==> config.mk <==
export PLATFORM = sky130hd
export DESIGN_NAME = lz10_fifo
export DESIGN_NICKNAME = d
export VERILOG_FILES = /design/src/design/lz10_pkg.sv /design/src/design/lz10_fifo.sv
export SDC_FILE = /design/constraint.sdc
export NUM_CORES = 1
export LEC_CHECK = 0
export CELL_PAD_IN_SITES_DETAIL_PLACEMENT = 1
export CELL_PAD_IN_SITES_GLOBAL_PLACEMENT = 1
export CORE_ASPECT_RATIO = 0.7
export CORE_UTILIZATION = 59
export CTS_CLUSTER_SIZE = 25
export DETAILED_ROUTE_END_ITERATION = 12
export DONT_BUFFER_PORTS = 1
export PLACE_DENSITY = 0.85
export REMOVE_ABC_BUFFERS = 1
export SKIP_CTS_REPAIR_TIMING = 1
export SYNTH_ARGS = -nofsm -noshare
export SYNTH_HDL_FRONTEND = slang
export SYNTH_SLANG_ARGS = --single-unit
==> constraint.sdc <==
create_clock -name clock -period 4.45 [get_ports clock]
set_input_delay 1.335 -clock clock [delete_from_list [all_inputs] [get_ports clock]]
set_output_delay 1.335 -clock clock [all_outputs]
set_load 0.1 [all_outputs]
==> src/design/lz10_pkg.sv <==
package lz10_pkg;

   localparam int WINDOW_DEPTH_DEF = 4096;
   localparam int CMD_FIFO_DEPTH = 4;

   localparam int BYTE_W = 8;
   localparam int LEN_W = 24;
   localparam int DIST_W = 12;
   localparam int COUNT_W = 5;

   localparam logic [BYTE_W-1:0] MAGIC_BYTE = 8'h10;
   localparam logic [COUNT_W-1:0] LEN_BIAS = 5'd3;

   typedef enum logic [2:0] {
      ST_DATA       = 3'd0,
      ST_DONE       = 3'd1,
      ST_BAD_HEADER = 3'd2,
      ST_TRUNC_REF  = 3'd3,
      ST_TOO_FAR    = 3'd4,
      ST_SHORT      = 3'd5
   } status_type;

   typedef struct packed {
      logic [BYTE_W-1:0] in_byte;
      logic              in_last;
   } req_type;

   typedef struct packed {
      logic [BYTE_W-1:0] out_byte;
      status_type        status;
      logic              run_last;
   } rsp_type;

   // One queue entry per request that produces any result.
   typedef struct packed {
      logic               has_data;
      logic               is_copy;
      logic [BYTE_W-1:0]  lit_byte;
      logic [DIST_W-1:0]  dist_code;   // distance minus one
      logic [COUNT_W-1:0] count;       // bytes to copy, already clipped
      logic               has_status;
      status_type         status;
   } cmd_type;

endpackage

==> src/design/lz10_fifo.sv <==
module lz10_fifo #(
   parameter int DEPTH = lz10_pkg::CMD_FIFO_DEPTH
) (
   input  logic              clock,
   input  logic              reset,
   input  logic              push,
   input  lz10_pkg::cmd_type wr_cmd,
   input  logic              pop,
   output lz10_pkg::cmd_type head,
   output logic              full,
   output logic              empty
);
   import lz10_pkg::*;

   localparam int PW = (DEPTH > 1) ? $clog2(DEPTH) : 1;
   localparam int CW = $clog2(DEPTH + 1);

   cmd_type         slot_ff [DEPTH];
   logic [PW-1:0]   wr_ptr_ff, wr_ptr_in;
   logic [PW-1:0]   rd_ptr_ff, rd_ptr_in;
   logic [CW-1:0]   count_ff, count_in;
   logic            do_push;
   logic            do_pop;

   assign full    = (count_ff == CW'(DEPTH));
   assign empty   = (count_ff == '0);
   assign head    = slot_ff[rd_ptr_ff];
   assign do_push = push && !full;
   assign do_pop  = pop && !empty;

   always_comb begin
      wr_ptr_in = wr_ptr_ff;
      rd_ptr_in = rd_ptr_ff;
      count_in  = count_ff;
      if (do_push) begin
         wr_ptr_in = (wr_ptr_ff == PW'(DEPTH - 1)) ? '0 : wr_ptr_ff + PW'(1);
      end
      if (do_pop) begin
         rd_ptr_in = (rd_ptr_ff == PW'(DEPTH - 1)) ? '0 : rd_ptr_ff + PW'(1);
      end
      if (do_push && !do_pop) begin
         count_in = count_ff + CW'(1);
      end else if (do_pop && !do_push) begin
         count_in = count_ff - CW'(1);
      end
   end

   always_ff @(posedge clock) begin
      if (reset) begin
         wr_ptr_ff <= '0;
         rd_ptr_ff <= '0;
         count_ff  <= '0;
      end else begin
         wr_ptr_ff <= wr_ptr_in;
         rd_ptr_ff <= rd_ptr_in;
         count_ff  <= count_in;
      end
   end

   always_ff @(posedge clock) begin
      if (do_push) begin
         slot_ff[wr_ptr_ff] <= wr_cmd;
      end
   end

endmodule

# [Word-level counts from Yosys, hierarchy flattened]
# Memories as Yosys holds them, arrays and structs flattened. A register that Yosys moved wholly into a read port is not among the register bits.
# Cells that the tools add are included.
[classes] addsub=4 mul=0 n_div=0 n_lt_le_gt_ge=0 n_eq_ne=3 n_shift=0 muxes=8 bitwise=0 n_reduce_logical=10
[op_table] cell="2-bit two-way mux" n=4
[op_table] cell="3-bit two-way mux" n=2
[op_table] cell="2-bit by 1-bit adder with 2-bit output, second input constant" n=2
[op_table] cell="2-bit equality test, second input constant" n=2
[op_table] cell="1-bit logical AND" n=4
[op_table] cell="1-bit zero test" n=4
[op_table] cell="3-bit by 1-bit adder with 3-bit output, second input constant" n=1
[op_table] cell="3-bit equality test, second input constant" n=1
[op_table] cell="3-bit zero test" n=1
[op_table] cell="3-bit by 1-bit subtractor with 3-bit output, second input constant" n=1
[op_table] cell="1-bit two-way mux" n=2
[op_table] cell="2-bit nonzero test" n=1
[totals] regBits=7 latchBits=0 ram_bits=124 mem_bits_ro=0 in_bits=35 output_inout_bits=33 elab_cells=29 mem_count=1
[memory_table] name="slot_ff" words=4 word_bits=31 rd=1 rd_clocked_by_memory_dff=1 write_ports=1 line="lz10_fifo.sv:18" source="cmd_type slot_ff [DEPTH];"

# [Longest topological paths before layout]
# Gate-level depths: netlist of the first run.
[depth] word_depth=7 depth_mapped=10

# [Worst setup path after synthesis of the first run]
# Ideal clock, no wire load.
[synth_timing] kind="register to output" start="register count_ff[0]" end="output port empty" t_arrival_ns=2.439 setup_slack_ns=0.676 stages_incl_launch_ff=2 path_cell_list="dfxtp_1 > nor3_1"
[synth_between] elab_chain_cells=1
[synth_rtl] element="start: declaration" line="lz10_fifo.sv:21" source="logic [CW-1:0] count_ff, count_in;"
[synth_rtl] element="start signal: assignment" line="lz10_fifo.sv:56" source="count_ff <= count_in;"
[synth_rtl] element="3-bit zero test" line="lz10_fifo.sv:26" source="assign empty = (count_ff == '0);"
[synth_rtl] element="end: declaration" line="lz10_fifo.sv:11" source="output logic empty"
# No other way between the ends.

==> impl_metrics.tcl, run 1 <==
set metrics [dict create \
    port_buffers 0 \
    yosysTopAreaCell "edfxtp_1" \
    dr_wl_met2_um 4380 \
    start_util 0.621 \
    synth_cells 211 \
    fill_cells 580 \
    drv_slew 0 \
    clkLatencyLatePin_ns 0.41 \
    detail-route-antenna-nets 0 \
    peakVddDrop_mv 0.471 \
    vias 2148 \
    skew_ns 0.0125 \
    start_kind "flop" \
    clockBufferDepth 2 \
    die-height_um 78.8 \
    cp.required_ns 3.12 \
    fin_util 0.712 \
    critPathMaxFanout 19 \
    p_leak_nw 1.84 \
    yosys_warnings 0 \
    endpoint_kind "output pin" \
    powerDensity_nw_per_um2 774 \
    p_total_w 0.00441 \
    fp.dieW_um 112 \
    synth-seq-cells 133 \
    wl_per_cell_um 25.6 \
    route.met3.wl_um 651 \
    timing_hold_violations_final 0 \
    rsz0062_at_grt "no" \
    final_area_um2 5700 \
    cts_sinks 133 \
    status "complete, but fails checks" \
    crit_arrival_ns 2.35 \
    cts_tree "built" \
    nets 268 \
    ys_seq_area_frac 0.785 \
    cts_max_level 4 \
    gp_congestion 0.669 \
    synthTopCellsByArea "edfxtp_1 (75%), mux4_2 (14%), dfxtp_1 (3.6%)" \
    die_area_um2 8810 \
    syn_area_um2 4970 \
    antenna_found_initial 0 \
    avgSynthCellArea_um2 23.6 \
    first_iter_violations 188 \
    viasPerCell 6.32 \
    grt_usage 0.214 \
    io_pins 68 \
    tns_ns 0 \
    grt_max_degree 32 \
    finalCritPeriodShare 0.827 \
    gr-total-overflow 0 \
    synth_top_area_frac 0.748 \
    clockRootBuffer "clkbuf_16" \
    clkTransAtPathRegs_ns 0.06 \
    route.top_layer_used "met4" \
    detail_route.first_pass.iterations 8 \
    route.detailed.drc 5 \
    setup_viol 0 \
    fin_crit_ns 3.68 \
    fp-row-count 27 \
    failed_checks "DRC" \
    slew_headroom 0.419 \
    dp_hpwl_um 5360 \
    cap_violations 0 \
    grt_pass1_vias 2404 \
    wl_um 8710 \
    drive_above_1_share 0.318 \
    wl_met1_um 3610 \
    holdWs_ns 0.523 \
    core_area_um2 8010 \
    syn_to_final_growth_pct 14.6 \
    worstMarginPinSlew_ns 0.872 \
    cts_buffers 17 \
    ys_types 27 \
    fmax_ghz 0.272 \
    crit_type "reg2out" \
    antennaDiodeCount 0 \
    holdCritPathClass "reg2reg" \
    dpl-instance-area_um2 5110 \
    grt_pass1_wl_um 13000 \
]
-- cell families after synthesis --
kind of cell,synth area share
adder cells (fa/ha/maj),0.0191
AND/OR/NAND/NOR,0.0186
flip-flops,0.785
buffers and inverters,0.0189
XOR/XNOR,0.00352
AO/OA/AOI/OAI,0.0108
multiplexers,0.144
-- placed cells by master (no fill, tap or decap), types with 2 or more instances in the layout --
cell and instances:
a21oi_1 2, and3_2 4, buf_4 3, bufinv_16 3, clkbuf_16 18, clkinv_1 2
clkinv_2 3, clkinvlp_4 4, dfxtp_1 8, edfxtp_1 124, ha_1 6, inv_1 3
mux2i_1 2, mux4_2 31, nand3_1 2, nor2_1 3, o31ai_2 2, or3_1 2
xor2_1 2
-- final cells by class --
class	instances	area, µm²	share of cell area
clock inverter	14	160	0.0281
clock buffer	18	429	0.0753
tap	101	126	0.0222
timing repair buffer	4	47.5	0.00834
inverter	5	45.0	0.00790
multi-input combinational	65	987	0.173
sequential	133	3910	0.685
-- cell usage after synthesis --
cell type and count:
buf_6 1, a21oi_2 1, nor3_1 2, nor2_1 3, ha_1 6, o21ai_0 1
nand2_1 1, or3b_1 1, edfxtp_1 124, a21oi_1 2, buf_4 3, o21ai_1 1
clkinv_8 1, dfxtp_1 9, nor2_4 1, nand3_1 2, buf_1 2, o31ai_2 2
fa_1 1, inv_1 3, mux2i_1 2, or3_1 2, bufinv_8 1, clkbuf_1 2
and3_1 4, mux4_2 31, xor2_1 2
-- layer usage --
layer | up-vias | track usage
met2 | 82 | 0.342
met4 | 0 | 0.109
met3 | 7 | 0.0870
met1 | 1144 | 0.255
li1 | 915 | -
met5 | - | 0
-- sequential cells by signal, summed over array words and instances (netlist names), named ones only --
| name | cells |
|---|---|
| wr_ptr_ff | 2 |
| slot_ff | 124 |
| count_ff | 3 |
| rd_ptr_ff | 2 |
-- critical path, cell delays in order, from the launching register on --
cell and delay (ns):
dfxtp_2 0.74, buf_4 0.36, mux4_2 0.82
-- final timing paths --
path | depth (start not counted) | startpoint | slack (ns) | end
min | 2 | rd_ptr_ff[0] | 0.52 | flop
max | 2 | flop | 0.77 | head[6]
max reg2reg | 9 | count_ff[0] | 1.84 | count_ff[2]
min reg2reg | 2 | rd_ptr_ff[0] | 0.52 | flop
-- per-stage QoR --
step	worst slack, ns	instances
after global placement	1.18	308
after global routing	0.623	340
after CTS	0.695	340
final	0.768	340
after detailed placement	1.14	308
after floorplan	0.676	203
-- power by group --
group | switching [W] | total, W | internal (W)
Clock | 0.000493 | 0.00137 | 0.000875
Sequential | 0.0000923 | 0.00161 | 0.00152
Combinational | 0.00116 | 0.00143 | 0.000276
No activity file was read; power rests on OpenSTA's default activity.
==> run 2: changes to the inputs <==
- ABC_AREA: unset -> 1
- CORE_UTILIZATION: 59 -> 51
- PLACE_DENSITY: 0.85 -> 0.8
- clock period: 4.45 -> 3.44 ns (I/O delays scaled with it)
==> run 2 against run 1 <==
  * The flow now finishes without violations
  * Sequential share of layout area down 6.6 points
  * Clock skew up 0.0013 ns
  * Core utilization down 6.6 points
  * Setup slack worse by 0.38 ns
  * First-iteration DRC count down 4.3%
  * Wire length up 43%
  * Critical path type unchanged
  * Critical endpoint is now head[26]
==> impl_metrics.tcl, run 2 <==
set metrics [dict create \
    wl_per_cell_um 22.6 \
    fill_cells 924 \
    critPathMostFrequentCell "buf_4" \
    grt_pass1_vias 3407 \
    timing_hold_violations_final 0 \
    grt_max_degree 63 \
    worstMarginPinSlew_ns 0.824 \
    regArea_um2 3910 \
    ff2ff_setup_slack_ns 1.29 \
    fp-row-count 30 \
    start_util 0.527 \
    gp_congestion 0.722 \
    fmax_ghz 0.328 \
    cts_buffers 17 \
    viasPerCell 5.79 \
    die_area_um2 10500 \
    drv_slew 0 \
    setup_viol 0 \
    synth_cells 371 \
    layout_commonest_cell "edfxtp_1" \
    crit_slowest_cell "dfxtp_2" \
    synthTopCellsByArea "edfxtp_1 (72%), nor2_1 (5.8%), o22ai_1 (3.8%)" \
    endpoint_kind "output pin" \
    route.detailed.drc 0 \
    finalCritPeriodShare 0.886 \
    synth_simple_gate_area_frac 0.0739 \
    tns_ns 0 \
    syn_area_um2 5150 \
    crit_chain "buf_4 > o21ai_0 > o22ai_2 > buf_4" \
    synthAdderAreaFrac 0.0185 \
    wl_met1_um 5100 \
    wl_um 12400 \
    fp.dieW_um 122 \
    antenna_found_initial 0 \
    antennaDiodeCount 0 \
    route.top_layer_used "met4" \
    holdWs_ns 0.571 \
    crit-reg2reg-capture "count_ff[1]" \
    route.met3.wl_um 1030 \
    top_register "slot_ff" \
    port_buffers 0 \
    synth_most_common_cell "edfxtp_1" \
    start_kind "flop" \
    synth_mux_area_frac 0 \
    io_pins 68 \
    crit_arrival_ns 2.02 \
    clkLatencyLatePin_ns 0.43 \
    synth_xor_area_frac 0.00170 \
    synthTopCellsByCount "edfxtp_1 (124), nor2_1 (79), o21ai_1 (37)" \
    crit_type "reg2out" \
    yosysTopAreaCell "edfxtp_1" \
    synth_edf_count 124 \
    slowest_delay_ns 0.58 \
    final_cell_mix "edfxtp_1 (124), nor2_1 (75), o21ai_1 (37), buf_4 (37), o22ai_2 (31)" \
    fin_util 0.646 \
    status "completed" \
    ys_seq_area_frac 0.758 \
    drive_above_1_share 0.246 \
    rsz0062_at_grt "no" \
    final_area_um2 6300 \
    slew_headroom 0.450 \
    synth_top_family_by_area "compound AO/OA/AOI/OAI gates" \
    ys_types 21 \
    dp_hpwl_um 6870 \
    gr-total-overflow 0 \
    cts_tree "built" \
    rr_startpoint "count_ff[1]" \
    detail-route-antenna-nets 0 \
    holdCritPathClass "reg2reg" \
    core_area_um2 9760 \
    fin_crit_ns 3.05 \
    grt_usage 0.258 \
    synth-compound-area-share 0.101 \
    die-height_um 86.1 \
    detail_route.first_pass.iterations 5 \
    cp-endpoint "head[26]" \
    clkTransAtPathRegs_ns 0.06 \
    yosys_warnings 0 \
    clockRootBuffer "clkbuf_16" \
    dpl-instance-area_um2 5690 \
    cap_violations 0 \
    multi_input_area_um2 1230 \
    synthArstFlopShare 0 \
    cp.required_ns 2.41 \
    largest_register_ffs 124 \
    r2r_cells 9 \
    dr_wl_met2_um 6110 \
    synth-seq-cells 133 \
    synth_ff_type "edfxtp_1" \
    avgSynthCellArea_um2 13.9 \
    first_iter_violations 180 \
    clockBufferDepth 2 \
    synth_top_area_frac 0.723 \
    cts_max_level 4 \
    skew_ns 0.0138 \
    critPathMaxFanout 16 \
    syn_to_final_growth_pct 22.5 \
    nets 452 \
    cts_sinks 133 \
    vias 3189 \
    grt_pass1_wl_um 19000 \
    top_regs "slot_ff (124), count_ff (3)" \
]
==> run 2: per-stage QoR <==
stage / cells / setup slack, ns
2_1_floorplan: 352 / -0.596
3_3_place_gp: 519 / 0.952
3_5_place_dp: 519 / 0.889
4_1_cts: 551 / 0.386
5_1_grt: 551 / 0.304
6_report: 551 / 0.392
==> run 2: final cells by class <==
type | instances | share of cell area
timing repair buffer | 39 | 0.0504
multi-input combinational | 201 | 0.195
clock buffer | 19 | 0.0687
tap | 128 | 0.0254
clock inverter | 13 | 0.0296
sequential | 133 | 0.619
inverter | 18 | 0.0119
==> run 2: critical path: cells and delay by family, from the launching register on <==
family / cells / cell delay [ns]
flops: 1 / 0.58
compound gates: 2 / 0.39
buf+inv: 2 / 0.61
==> run 2: routing by layer <==
metal | up-vias | track usage
met1 | 1618 | 0.314
met4 | 0 | 0.0976
li1 | 1435 | -
met5 | - | 0
met3 | 16 | 0.0964
met2 | 120 | 0.423
==> run 2: worst min-delay path by stage <==
stage	startpoint	endpoint	slack (ns)	depth (start not counted)
global route	count_ff[2]	count_ff[2]	0.60	4
global placement	rd_ptr_ff[1]	flop	0.51	2
floorplan	rd_ptr_ff[1]	flop	0.48	2
detailed placement	rd_ptr_ff[1]	rd_ptr_ff[1]	0.53	2
CTS	wr_ptr_ff[1]	wr_ptr_ff[1]	0.56	2
finish	count_ff[2]	count_ff[2]	0.57	4
==> run 2: logic make-up after synthesis <==
kind of cell / after synthesis
xor gates and xnor gates: 1
DFF: 133
AOI/OAI and AO/OA: 96
adders and majority gates: 7
buffers and inverters: 37
and+or+nand+nor: 97
Power of run 2 is left out: the tool's default activity adds up to more than one toggle a clock period on the data nets, which glitch-free logic cannot reach.
