## config.mk

```make
export PLATFORM = sky130hd
export DESIGN_NAME = lz10_front
export DESIGN_NICKNAME = d
export VERILOG_FILES = /design/src/design/lz10_pkg.sv /design/src/design/lz10_front.sv
export SDC_FILE = /design/constraint.sdc
export NUM_CORES = 1
export LEC_CHECK = 0
export BUFFER_PORTS_ARGS = -buffer_cell sky130_fd_sc_hd__buf_4
export CAP_MARGIN = 10
export CORE_MARGIN = 4
export CORE_UTILIZATION = 60
export CTS_CLUSTER_SIZE = 14
export DETAILED_ROUTE_END_ITERATION = 7
export GPL_TIMING_DRIVEN = 1
export PLACE_DENSITY = 0.8
export SYNTH_ARGS = -nofsm -noshare
export SYNTH_HDL_FRONTEND = slang
export SYNTH_SLANG_ARGS = --single-unit
```

## constraint.sdc

```tcl
create_clock -name clock -period 6.9 [get_ports clock]
set_clock_uncertainty 0.15 [all_clocks]
set_input_delay 0.345 -clock clock [delete_from_list [all_inputs] [get_ports clock]]
set_output_delay 0.345 -clock clock [all_outputs]
set_load 0.02 [all_outputs]
```

## src/design/lz10_pkg.sv

```systemverilog
package lz10_pkg;

   localparam int WINDOW_DEPTH_DEF = 4096;
   localparam int CMD_FIFO_DEPTH = 4;

   localparam int BYTE_W = 8;
   localparam int LEN_W = 24;
   localparam int DIST_W = 12;
   localparam int COUNT_W = 5;

   localparam logic [BYTE_W-1:0] MAGIC_BYTE = 8'h10;
   localparam logic [COUNT_W-1:0] LEN_BIAS = 5'd3;

   typedef enum logic [2:0] {
      ST_DATA       = 3'd0,
      ST_DONE       = 3'd1,
      ST_BAD_HEADER = 3'd2,
      ST_TRUNC_REF  = 3'd3,
      ST_TOO_FAR    = 3'd4,
      ST_SHORT      = 3'd5
   } status_type;

   typedef struct packed {
      logic [BYTE_W-1:0] in_byte;
      logic              in_last;
   } req_type;

   typedef struct packed {
      logic [BYTE_W-1:0] out_byte;
      status_type        status;
      logic              run_last;
   } rsp_type;

   // One queue entry per request that produces any result.
   typedef struct packed {
      logic               has_data;
      logic               is_copy;
      logic [BYTE_W-1:0]  lit_byte;
      logic [DIST_W-1:0]  dist_code;   // distance minus one
      logic [COUNT_W-1:0] count;       // bytes to copy, already clipped
      logic               has_status;
      status_type         status;
   } cmd_type;

endpackage

```

## src/design/lz10_front.sv

```systemverilog
module lz10_front (
   input  logic             clock,
   input  logic             reset,
   input  logic             req_valid,
   input  lz10_pkg::req_type req_data,
   output logic             req_stall,
   input  logic             fifo_full,
   output logic             cmd_push,
   output lz10_pkg::cmd_type cmd
);
   import lz10_pkg::*;

   typedef enum logic [2:0] {
      PH_MAGIC,
      PH_LEN0,
      PH_LEN1,
      PH_LEN2,
      PH_FLAG,
      PH_BODY,
      PH_REF2
   } phase_type;

   phase_type          phase_ff, phase_in;
   logic [BYTE_W-1:0]  flags_ff, flags_in;
   logic [2:0]         bit_idx_ff, bit_idx_in;
   logic [BYTE_W-1:0]  ref_first_ff, ref_first_in;
   logic [15:0]        len_lo_ff, len_lo_in;
   logic [LEN_W-1:0]   produced_ff, produced_in;
   logic [LEN_W-1:0]   remaining_ff, remaining_in;
   logic               finished_ff, finished_in;

   logic               accept;
   logic [BYTE_W-1:0]  b;
   logic               last;
   logic [LEN_W-1:0]   expected;
   logic [DIST_W-1:0]  dist_code;
   logic [COUNT_W-1:0] ref_len;
   logic               ref_fills;
   logic [COUNT_W-1:0] ref_len_eff;

   assign req_stall = fifo_full;
   assign accept    = req_valid && !req_stall;
   assign b         = req_data.in_byte;
   assign last      = req_data.in_last;

   assign expected    = {b, len_lo_ff};
   assign dist_code   = {ref_first_ff[3:0], b};
   assign ref_len     = COUNT_W'(ref_first_ff[7:4]) + LEN_BIAS;
   assign ref_fills   = (LEN_W'(ref_len) >= remaining_ff);
   assign ref_len_eff = ref_fills ? remaining_ff[COUNT_W-1:0] : ref_len;

   always_comb begin
      phase_in     = phase_ff;
      flags_in     = flags_ff;
      bit_idx_in   = bit_idx_ff;
      ref_first_in = ref_first_ff;
      len_lo_in    = len_lo_ff;
      produced_in  = produced_ff;
      remaining_in = remaining_ff;
      finished_in  = finished_ff;
      cmd          = '0;

      if (accept) begin
         if (!finished_ff) begin
            unique case (phase_ff)
               PH_MAGIC: begin
                  if (b != MAGIC_BYTE || last) begin
                     cmd.has_status = 1'b1;
                     cmd.status     = ST_BAD_HEADER;
                     finished_in    = 1'b1;
                  end else begin
                     phase_in = PH_LEN0;
                  end
               end
               PH_LEN0, PH_LEN1: begin
                  if (phase_ff == PH_LEN0) begin
                     len_lo_in[7:0] = b;
                  end else begin
                     len_lo_in[15:8] = b;
                  end
                  if (last) begin
                     cmd.has_status = 1'b1;
                     cmd.status     = ST_BAD_HEADER;
                     finished_in    = 1'b1;
                  end else begin
                     phase_in = (phase_ff == PH_LEN0) ? PH_LEN1 : PH_LEN2;
                  end
               end
               PH_LEN2: begin
                  remaining_in = expected;
                  produced_in  = '0;
                  phase_in     = PH_FLAG;
                  if (expected == '0) begin
                     cmd.has_status = 1'b1;
                     cmd.status     = ST_DONE;
                     finished_in    = 1'b1;
                  end else if (last) begin
                     cmd.has_status = 1'b1;
                     cmd.status     = ST_SHORT;
                     finished_in    = 1'b1;
                  end
               end
               PH_FLAG: begin
                  flags_in   = b;
                  bit_idx_in = 3'd7;
                  phase_in   = PH_BODY;
                  if (last) begin
                     cmd.has_status = 1'b1;
                     cmd.status     = ST_SHORT;
                     finished_in    = 1'b1;
                  end
               end
               PH_BODY: begin
                  if (flags_ff[bit_idx_ff]) begin
                     if (last) begin
                        cmd.has_status = 1'b1;
                        cmd.status     = ST_TRUNC_REF;
                        finished_in    = 1'b1;
                     end else begin
                        ref_first_in = b;
                        phase_in     = PH_REF2;
                     end
                  end else begin
                     cmd.has_data = 1'b1;
                     cmd.lit_byte = b;
                     cmd.count    = COUNT_W'(1);
                     produced_in  = produced_ff + LEN_W'(1);
                     remaining_in = remaining_ff - LEN_W'(1);
                     if (bit_idx_ff == 3'd0) begin
                        phase_in = PH_FLAG;
                     end else begin
                        bit_idx_in = bit_idx_ff - 3'd1;
                        phase_in   = PH_BODY;
                     end
                     if (remaining_ff == LEN_W'(1)) begin
                        cmd.has_status = 1'b1;
                        cmd.status     = ST_DONE;
                        finished_in    = 1'b1;
                     end else if (last) begin
                        cmd.has_status = 1'b1;
                        cmd.status     = ST_SHORT;
                        finished_in    = 1'b1;
                     end
                  end
               end
               PH_REF2: begin
                  // distance = code + 1, so too far means code >= produced
                  if (LEN_W'(dist_code) >= produced_ff) begin
                     cmd.has_status = 1'b1;
                     cmd.status     = ST_TOO_FAR;
                     finished_in    = 1'b1;
                  end else begin
                     cmd.has_data  = 1'b1;
                     cmd.is_copy   = 1'b1;
                     cmd.dist_code = dist_code;
                     cmd.count     = ref_len_eff;
                     produced_in   = produced_ff + LEN_W'(ref_len_eff);
                     remaining_in  = remaining_ff - LEN_W'(ref_len_eff);
                     if (bit_idx_ff == 3'd0) begin
                        phase_in = PH_FLAG;
                     end else begin
                        bit_idx_in = bit_idx_ff - 3'd1;
                        phase_in   = PH_BODY;
                     end
                     if (ref_fills) begin
                        cmd.has_status = 1'b1;
                        cmd.status     = ST_DONE;
                        finished_in    = 1'b1;
                     end else if (last) begin
                        cmd.has_status = 1'b1;
                        cmd.status     = ST_SHORT;
                        finished_in    = 1'b1;
                     end
                  end
               end
               default: begin
                  cmd.has_status = 1'b1;
                  cmd.status     = ST_BAD_HEADER;
                  finished_in    = 1'b1;
               end
            endcase
         end

         // any final byte re-arms the parser for a fresh header
         if (last) begin
            phase_in     = PH_MAGIC;
            flags_in     = '0;
            bit_idx_in   = 3'd7;
            ref_first_in = '0;
            len_lo_in    = '0;
            produced_in  = '0;
            remaining_in = '0;
            finished_in  = 1'b0;
         end
      end
   end

   assign cmd_push = accept && (cmd.has_data || cmd.has_status);

   always_ff @(posedge clock) begin
      if (reset) begin
         phase_ff     <= PH_MAGIC;
         flags_ff     <= '0;
         bit_idx_ff   <= 3'd7;
         ref_first_ff <= '0;
         len_lo_ff    <= '0;
         produced_ff  <= '0;
         remaining_ff <= '0;
         finished_ff  <= 1'b0;
      end else begin
         phase_ff     <= phase_in;
         flags_ff     <= flags_in;
         bit_idx_ff   <= bit_idx_in;
         ref_first_ff <= ref_first_in;
         len_lo_ff    <= len_lo_in;
         produced_ff  <= produced_in;
         remaining_ff <= remaining_in;
         finished_ff  <= finished_in;
      end
   end

endmodule

```

After elaboration in Yosys (flattened, before gate mapping)

Cells that the tools add are included.

Output and inout port bits: 33
Register bits after elaboration: 87
Bits of input ports: 13
Logic and storage cells: 126

Order comparisons: 3
Reduce and logical (&&, ||, !) cells: 25
Mux-type cells: 70
Add/subtract/negate cells: 6
Equal/unequal tests: 13

Operators with widths:

| kind                                                                 | count |
|---|---|
| 24-bit two-way mux                                                   | 8 |
| 24-bit one-hot mux with 3 select lines                               | 2 |
| 8-bit two-way mux                                                    | 11 |
| 31-bit two-way mux                                                   | 2 |
| 16-bit two-way mux                                                   | 3 |
| 4-bit two-way mux                                                    | 9 |
| 3-bit two-way mux                                                    | 9 |
| 24-bit by 1-bit adder with 24-bit output, second input constant      | 1 |
| 24-bit by 5-bit adder with 24-bit output                             | 1 |
| 24-bit by 1-bit == test with 1-bit output, second input constant     | 1 |
| 12-bit by 24-bit >= comparator with 1-bit output                     | 1 |
| 5-bit by 24-bit >= comparator with 1-bit output                      | 1 |
| 24-bit logical NOT                                                   | 1 |
| 4-bit one-hot mux with 6 select lines                                | 1 |
| 24-bit by 1-bit subtractor with 24-bit output, second input constant | 1 |
| 24-bit by 5-bit subtractor with 24-bit output                        | 1 |
| 3-bit one-hot mux with 6 select lines                                | 1 |
| 17-bit two-way mux                                                   | 1 |
| 5-bit AND reduction                                                  | 3 |
| 1-bit two-way mux                                                    | 14 |
| 12-bit two-way mux                                                   | 1 |
| 4-bit AND reduction                                                  | 3 |
| 5-bit one-hot mux with 2 select lines                                | 1 |
| 2-bit nonzero test                                                   | 5 |
| 24 further kinds                                                     | 35 |

Depth between registers and ports, before layout

Word-level depth: 9
Gate-level depth with buffers: 21
Depth with buffers taken out: 21

Worst setup path before layout

OpenSTA, ideal clock, no wires.

Path kind: register to register
From: reg ref_first_ff[4]
To: reg remaining_ff[19]
Setup time: 0.127 ns
Data required time: 6.623 ns
Slack: 2.689 ns
Period minus slack after synthesis: 4.211 ns
Arrival time: 3.934 ns
Buffers on the path: 0
Cell stages (with the launch flop): 20
Path through: dfxtp_1 -> inv_1 -> ha_1 -> xnor2_1 -> ha_1 -> a21o_1 -> a31oi_1 -> o21ai_0 -> nand2_1 -> nand2_1 -> a21boi_1 -> inv_1 -> ha_1 -> nor2b_1 -> o2111a_1 -> a2111oi_2 -> a31o_2 -> nand4_1 -> a221oi_1 -> o21ai_0

Longest elaborated chain between the ends: 8

RTL lines:

| item                                              | RTL line          | source |
|---|---|---|
| from (decl)                                       | lz10_front.sv:26  | `logic [BYTE_W-1:0] ref_first_ff, ref_first_in;` |
| from (signal assigned)                            | lz10_front.sv:214 | `ref_first_ff <= ref_first_in;` |
| 4-bit by 2-bit adder with 5-bit output (*)        | lz10_front.sv:48  | `assign ref_len = COUNT_W'(ref_first_ff[7:4]) + LEN_BIAS;` |
| 5-bit by 24-bit >= comparator with 1-bit output   | lz10_front.sv:49  | `assign ref_fills = (LEN_W'(ref_len) >= remaining_ff);` |
| 5-bit two-way mux (*)                             | lz10_front.sv:50  | `assign ref_len_eff = ref_fills ? remaining_ff[COUNT_W-1:0] : ref_len;` |
| 24-bit by 5-bit subtractor with 24-bit output (*) | lz10_front.sv:158 | `remaining_in = remaining_ff - LEN_W'(ref_len_eff);` |
| 24-bit two-way mux (*)                            | lz10_front.sv:148 | `if (LEN_W'(dist_code) >= produced_ff) begin` |
| 24-bit one-hot mux with 3 select lines (*)        | lz10_front.sv:65  | `unique case (phase_ff)` |
| 24-bit two-way mux (*)                            | lz10_front.sv:64  | `if (!finished_ff) begin` |
| 24-bit two-way mux (*)                            | lz10_front.sv:185 | `if (last) begin` |
| to (signal assigned)                              | lz10_front.sv:217 | `remaining_ff <= remaining_in;` |
| to (decl)                                         | lz10_front.sv:29  | `logic [LEN_W-1:0] remaining_ff, remaining_in;` |

Every way passes the cells marked *; elsewhere a longest branch is shown, timed or not. The select of a mux whose other input is x is not followed.
A chain may end at the register's enable or synchronous reset.

Final worst setup path

From: reg ref_first_ff[4]
To: reg remaining_ff[9]

The elaborated chain is that of the path after synthesis.

==> impl_metrics.yaml <==
floorplanning:
  die_w_um: 108
  die-height_um: 108
  initial_core_util: 0.616
  io_pins: 46
  core_um2: 9820
  die_area_um2: 11800
  std_cell_rows: 36
finish:
  syn_to_final_growth_pct: 9.96
  final_cells: 945
  layout.nets: 854
  post-route-util: 0.678
  diodes: 0
  drive_above_1_share: 0.0973
  fill_cells: 848
route:
  avgRoutedWirePerCell_um: 19.7
  drc_errors: 0
  via_per_inst: 6.70
  wl_met1_um: 7260
  drt-pass1-iter-count: 7
  wl_met2_um: 8290
  wl_um: 18600
  met3_length_um: 2260
  num_vias: 6336
  topRoutingLayerUsed: "met4"
  ant_nets: 0
  drt_iter0_drc: 718
setup_path:
  max_stage_delay_ns: 0.86
  crit_path_cell_trace: "inv_1 > ha_1 > xnor2_1 > ha_1 > a21o_1 > a31oi_1 > o21ai_0 > nand2_1 > nand2_1 > a21boi_1 > inv_1 > ha_1 > nor2b_1 > o2111a_1 > a2111oi_2 > a22oi_1 > o311ai_0 > a22o_1"
  cp_common_cell: "ha_1"
  cp_top_family: "compound AO/OA/AOI/OAI gates"
  cp-end-kind: "flip-flop"
  r2r-start: "ref_first_ff[4]"
  critPathMaxFanout: 8
  worst_path_max_delay_cell: "a2111oi_2"
  critPathRequiredTime_ns: 7.08
  crit_arrival_ns: 5.53
  r2r_slack_ns: 1.55
  worst_setup_path_start_kind: "flip-flop"
  r2r-end: "remaining_ff[9]"
  critical_path_class: "flip-flop to flip-flop"
  reg2regPathDepth: 18
  path_buf_inv: 2
place:
  place_inst: 929
  io_buffers: 45
  dp_hpwl_um: 13300
  globalplace.congestion: 0.945
  pre_cts_ws_ns: 1.78
logic_synthesis:
  synthMostInstantiatedCell: "nor2_1"
  ys_seq_area_frac: 0.288
  ys_async_sr_fraction: 0
  ys.flop_type: "dfxtp_1"
  yosys.cell_types.count: 72
  syn_area_per_cell_um2: 7.68
  ys_top_cells_by_area: "dfxtp_1 (29%), ha_1 (6.6%), nor2_1 (5.5%)"
  synth-seq-cells: 87
  synth_edf_count: 0
  yosysTopAreaCell: "dfxtp_1"
  syn_area_um2: 6050
  synthCells: 788
  synthesis.nets: 835
  ys_warn_count: 0
  synth_common_cells: "nor2_1 (89), dfxtp_1 (87), nand2_1 (60), a21oi_1 (56), o21ai_0 (46)"
  synth_top_cell_area_share: 0.288
clock_network:
  cts_buffers: 9
  postCtsHoldBufs: 0
  htree_levels: 3
  clk_pin_slew_ns: 0.09
  cts.sink_count: 87
  cts-root-buf: "clkbuf_8"
  cts_resized: 0
  cts_tree: "done"
  cts_setup_buffers: 0
  cts_buffer_depth: 2
  clock_latency_ns: 0.40
sta:
  fin_tns_setup_ns: 0
  setup_violations: 0
  worstMarginPinSlew_ns: 1.19
  min_period_ns: 5.35
  rsz0062_at_grt: "false"
  final_hold_viol_count: 0
  finalWorstSetupSlack_ns: 1.55
  fin_crit_sh: 0.776
  slew_headroom: 0.204
  fmax_mhz: 187
  maxSlewViolCount: 0
  hold_ws_ns: 0.159
pwr:
  cellPowerDensity_nw_per_um2: 164
  leakagePower_nw: 2.67
  swShare: 0.269
  sequentialPowerShare: 0.472
  ir_worst_vdd_mv: 0.166
  p_sw_mw: 0.292
  combPwrFrac: 0.126
  intPower_mw: 0.796
  p_clk_frac: 0.402
grt:
  grt_pass1_wl_um: 30600
  grt_use_total: 0.331
  antenna_found_initial: 0
  grt-ovfl-total: 0
  grt_start_max_net_pins: 58
  grt_pass1_vias: 6034
flow_run:
  maxCapViolCount: 0
hold_path:
  whs_path_depth: 3
  worstHoldStart: "req_data[1]"
  hold_path_end: "remaining_ff[16]"
  min_path_type: "input pin to flip-flop"
run_status:
  outcome: "finished clean"
## worst max-delay path by stage
stage | start | to | slack, ns | cells past startpoint
after floorplan | ref_first_ff[4] | remaining_ff[19] | 2.69 | 19
after global placement | remaining_ff[9] | remaining_ff[9] | 2.16 | 13
after detailed placement | ref_first_ff[4] | remaining_ff[9] | 1.78 | 18
after CTS | ref_first_ff[4] | remaining_ff[9] | 1.74 | 18
after global routing | ref_first_ff[4] | remaining_ff[9] | 1.18 | 18
final | ref_first_ff[4] | remaining_ff[9] | 1.55 | 18
## per-layer routing
| metal | GRT usage | up-vias |
|---|---|---|
| met5 | 0 | - |
| met2 | 0.513 | 427 |
| met1 | 0.420 | 2922 |
| met4 | 0.152 | 0 |
| li1 | - | 2903 |
| met3 | 0.101 | 84 |
## logic make-up (layout without fill, tap and decap cells)
logic type,after synthesis,after routing,synth area share
simple gates,329,329,0.279
compound gates,199,199,0.208
flops,87,87,0.288
buf+inv,82,106,0.0552
mux,36,36,0.0670
fa+ha+maj,34,34,0.0728
xor+xnor,21,21,0.0304
## placed cells by master, fill, tap and decap left out, types with 10 or more instances in the layout
| master | instances |
|---|---|
| ha_1 | 32 |
| nor3_1 | 32 |
| mux2i_1 | 33 |
| nand2_1 | 60 |
| dfxtp_1 | 87 |
| nand3_1 | 20 |
| and2_1 | 25 |
| xnor2_1 | 19 |
| nand4_1 | 15 |
| a21oi_1 | 56 |
| nor2b_1 | 17 |
| and3_1 | 16 |
| nor4_1 | 14 |
| or3_1 | 10 |
| nor2_1 | 89 |
| o21ai_0 | 46 |
| inv_1 | 39 |
| a31oi_1 | 13 |
| buf_4 | 50 |
## registers in the layout (all words and copies together) (netlist names)
| register | flops |
|---|---|
| finished_ff | 1 |
| remaining_ff | 24 |
| len_lo_ff | 16 |
| produced_ff | 24 |
| bit_idx_ff | 3 |
| phase_ff | 3 |
| ref_first_ff | 8 |
| flags_ff | 8 |
## layout make-up
class	instances	area [um2]	area share
clock buffer	11	131	0.0197
inverter	40	150	0.0226
timing repair buffer	50	375	0.0564
tap	133	166	0.0250
sequential	87	1740	0.262
clock inverter	5	106	0.0160
multi-input combinational	619	3980	0.599
## worst register-to-register path, cell delays in order, from the launching register on
cell	delay (ns)
dfxtp_1	0.42
inv_1	0.06
ha_1	0.22
xnor2_1	0.16
ha_1	0.32
a21o_1	0.12
a31oi_1	0.04
o21ai_0	0.36
nand2_1	0.23
nand2_1	0.14
a21boi_1	0.35
inv_1	0.12
ha_1	0.28
nor2b_1	0.15
o2111a_1	0.26
a2111oi_2	0.87
a22oi_1	0.43
o311ai_0	0.42
a22o_1	0.19
## through the flow
step | instance area, um2 | power [mW]
6_report | 6660 | 1.09
5_1_grt | 6660 | 1.12
4_1_cts | 6660 | 1.09
3_5_place_dp | 6420 | 0.658
3_3_place_gp | 6420 | 0.653
2_1_floorplan | 6050 | 0.616
## power groups by stage
stage / logic [mW] / registers, mW / clock network [mW]
after floorplan: 0.0933 / 0.523 / 0
after global placement: 0.128 / 0.525 / 0
after CTS: 0.133 / 0.513 / 0.440
after global routing: 0.148 / 0.514 / 0.457
after detailed placement: 0.132 / 0.525 / 0
final: 0.138 / 0.514 / 0.437
No activity file was read; power rests on OpenSTA's default activity.
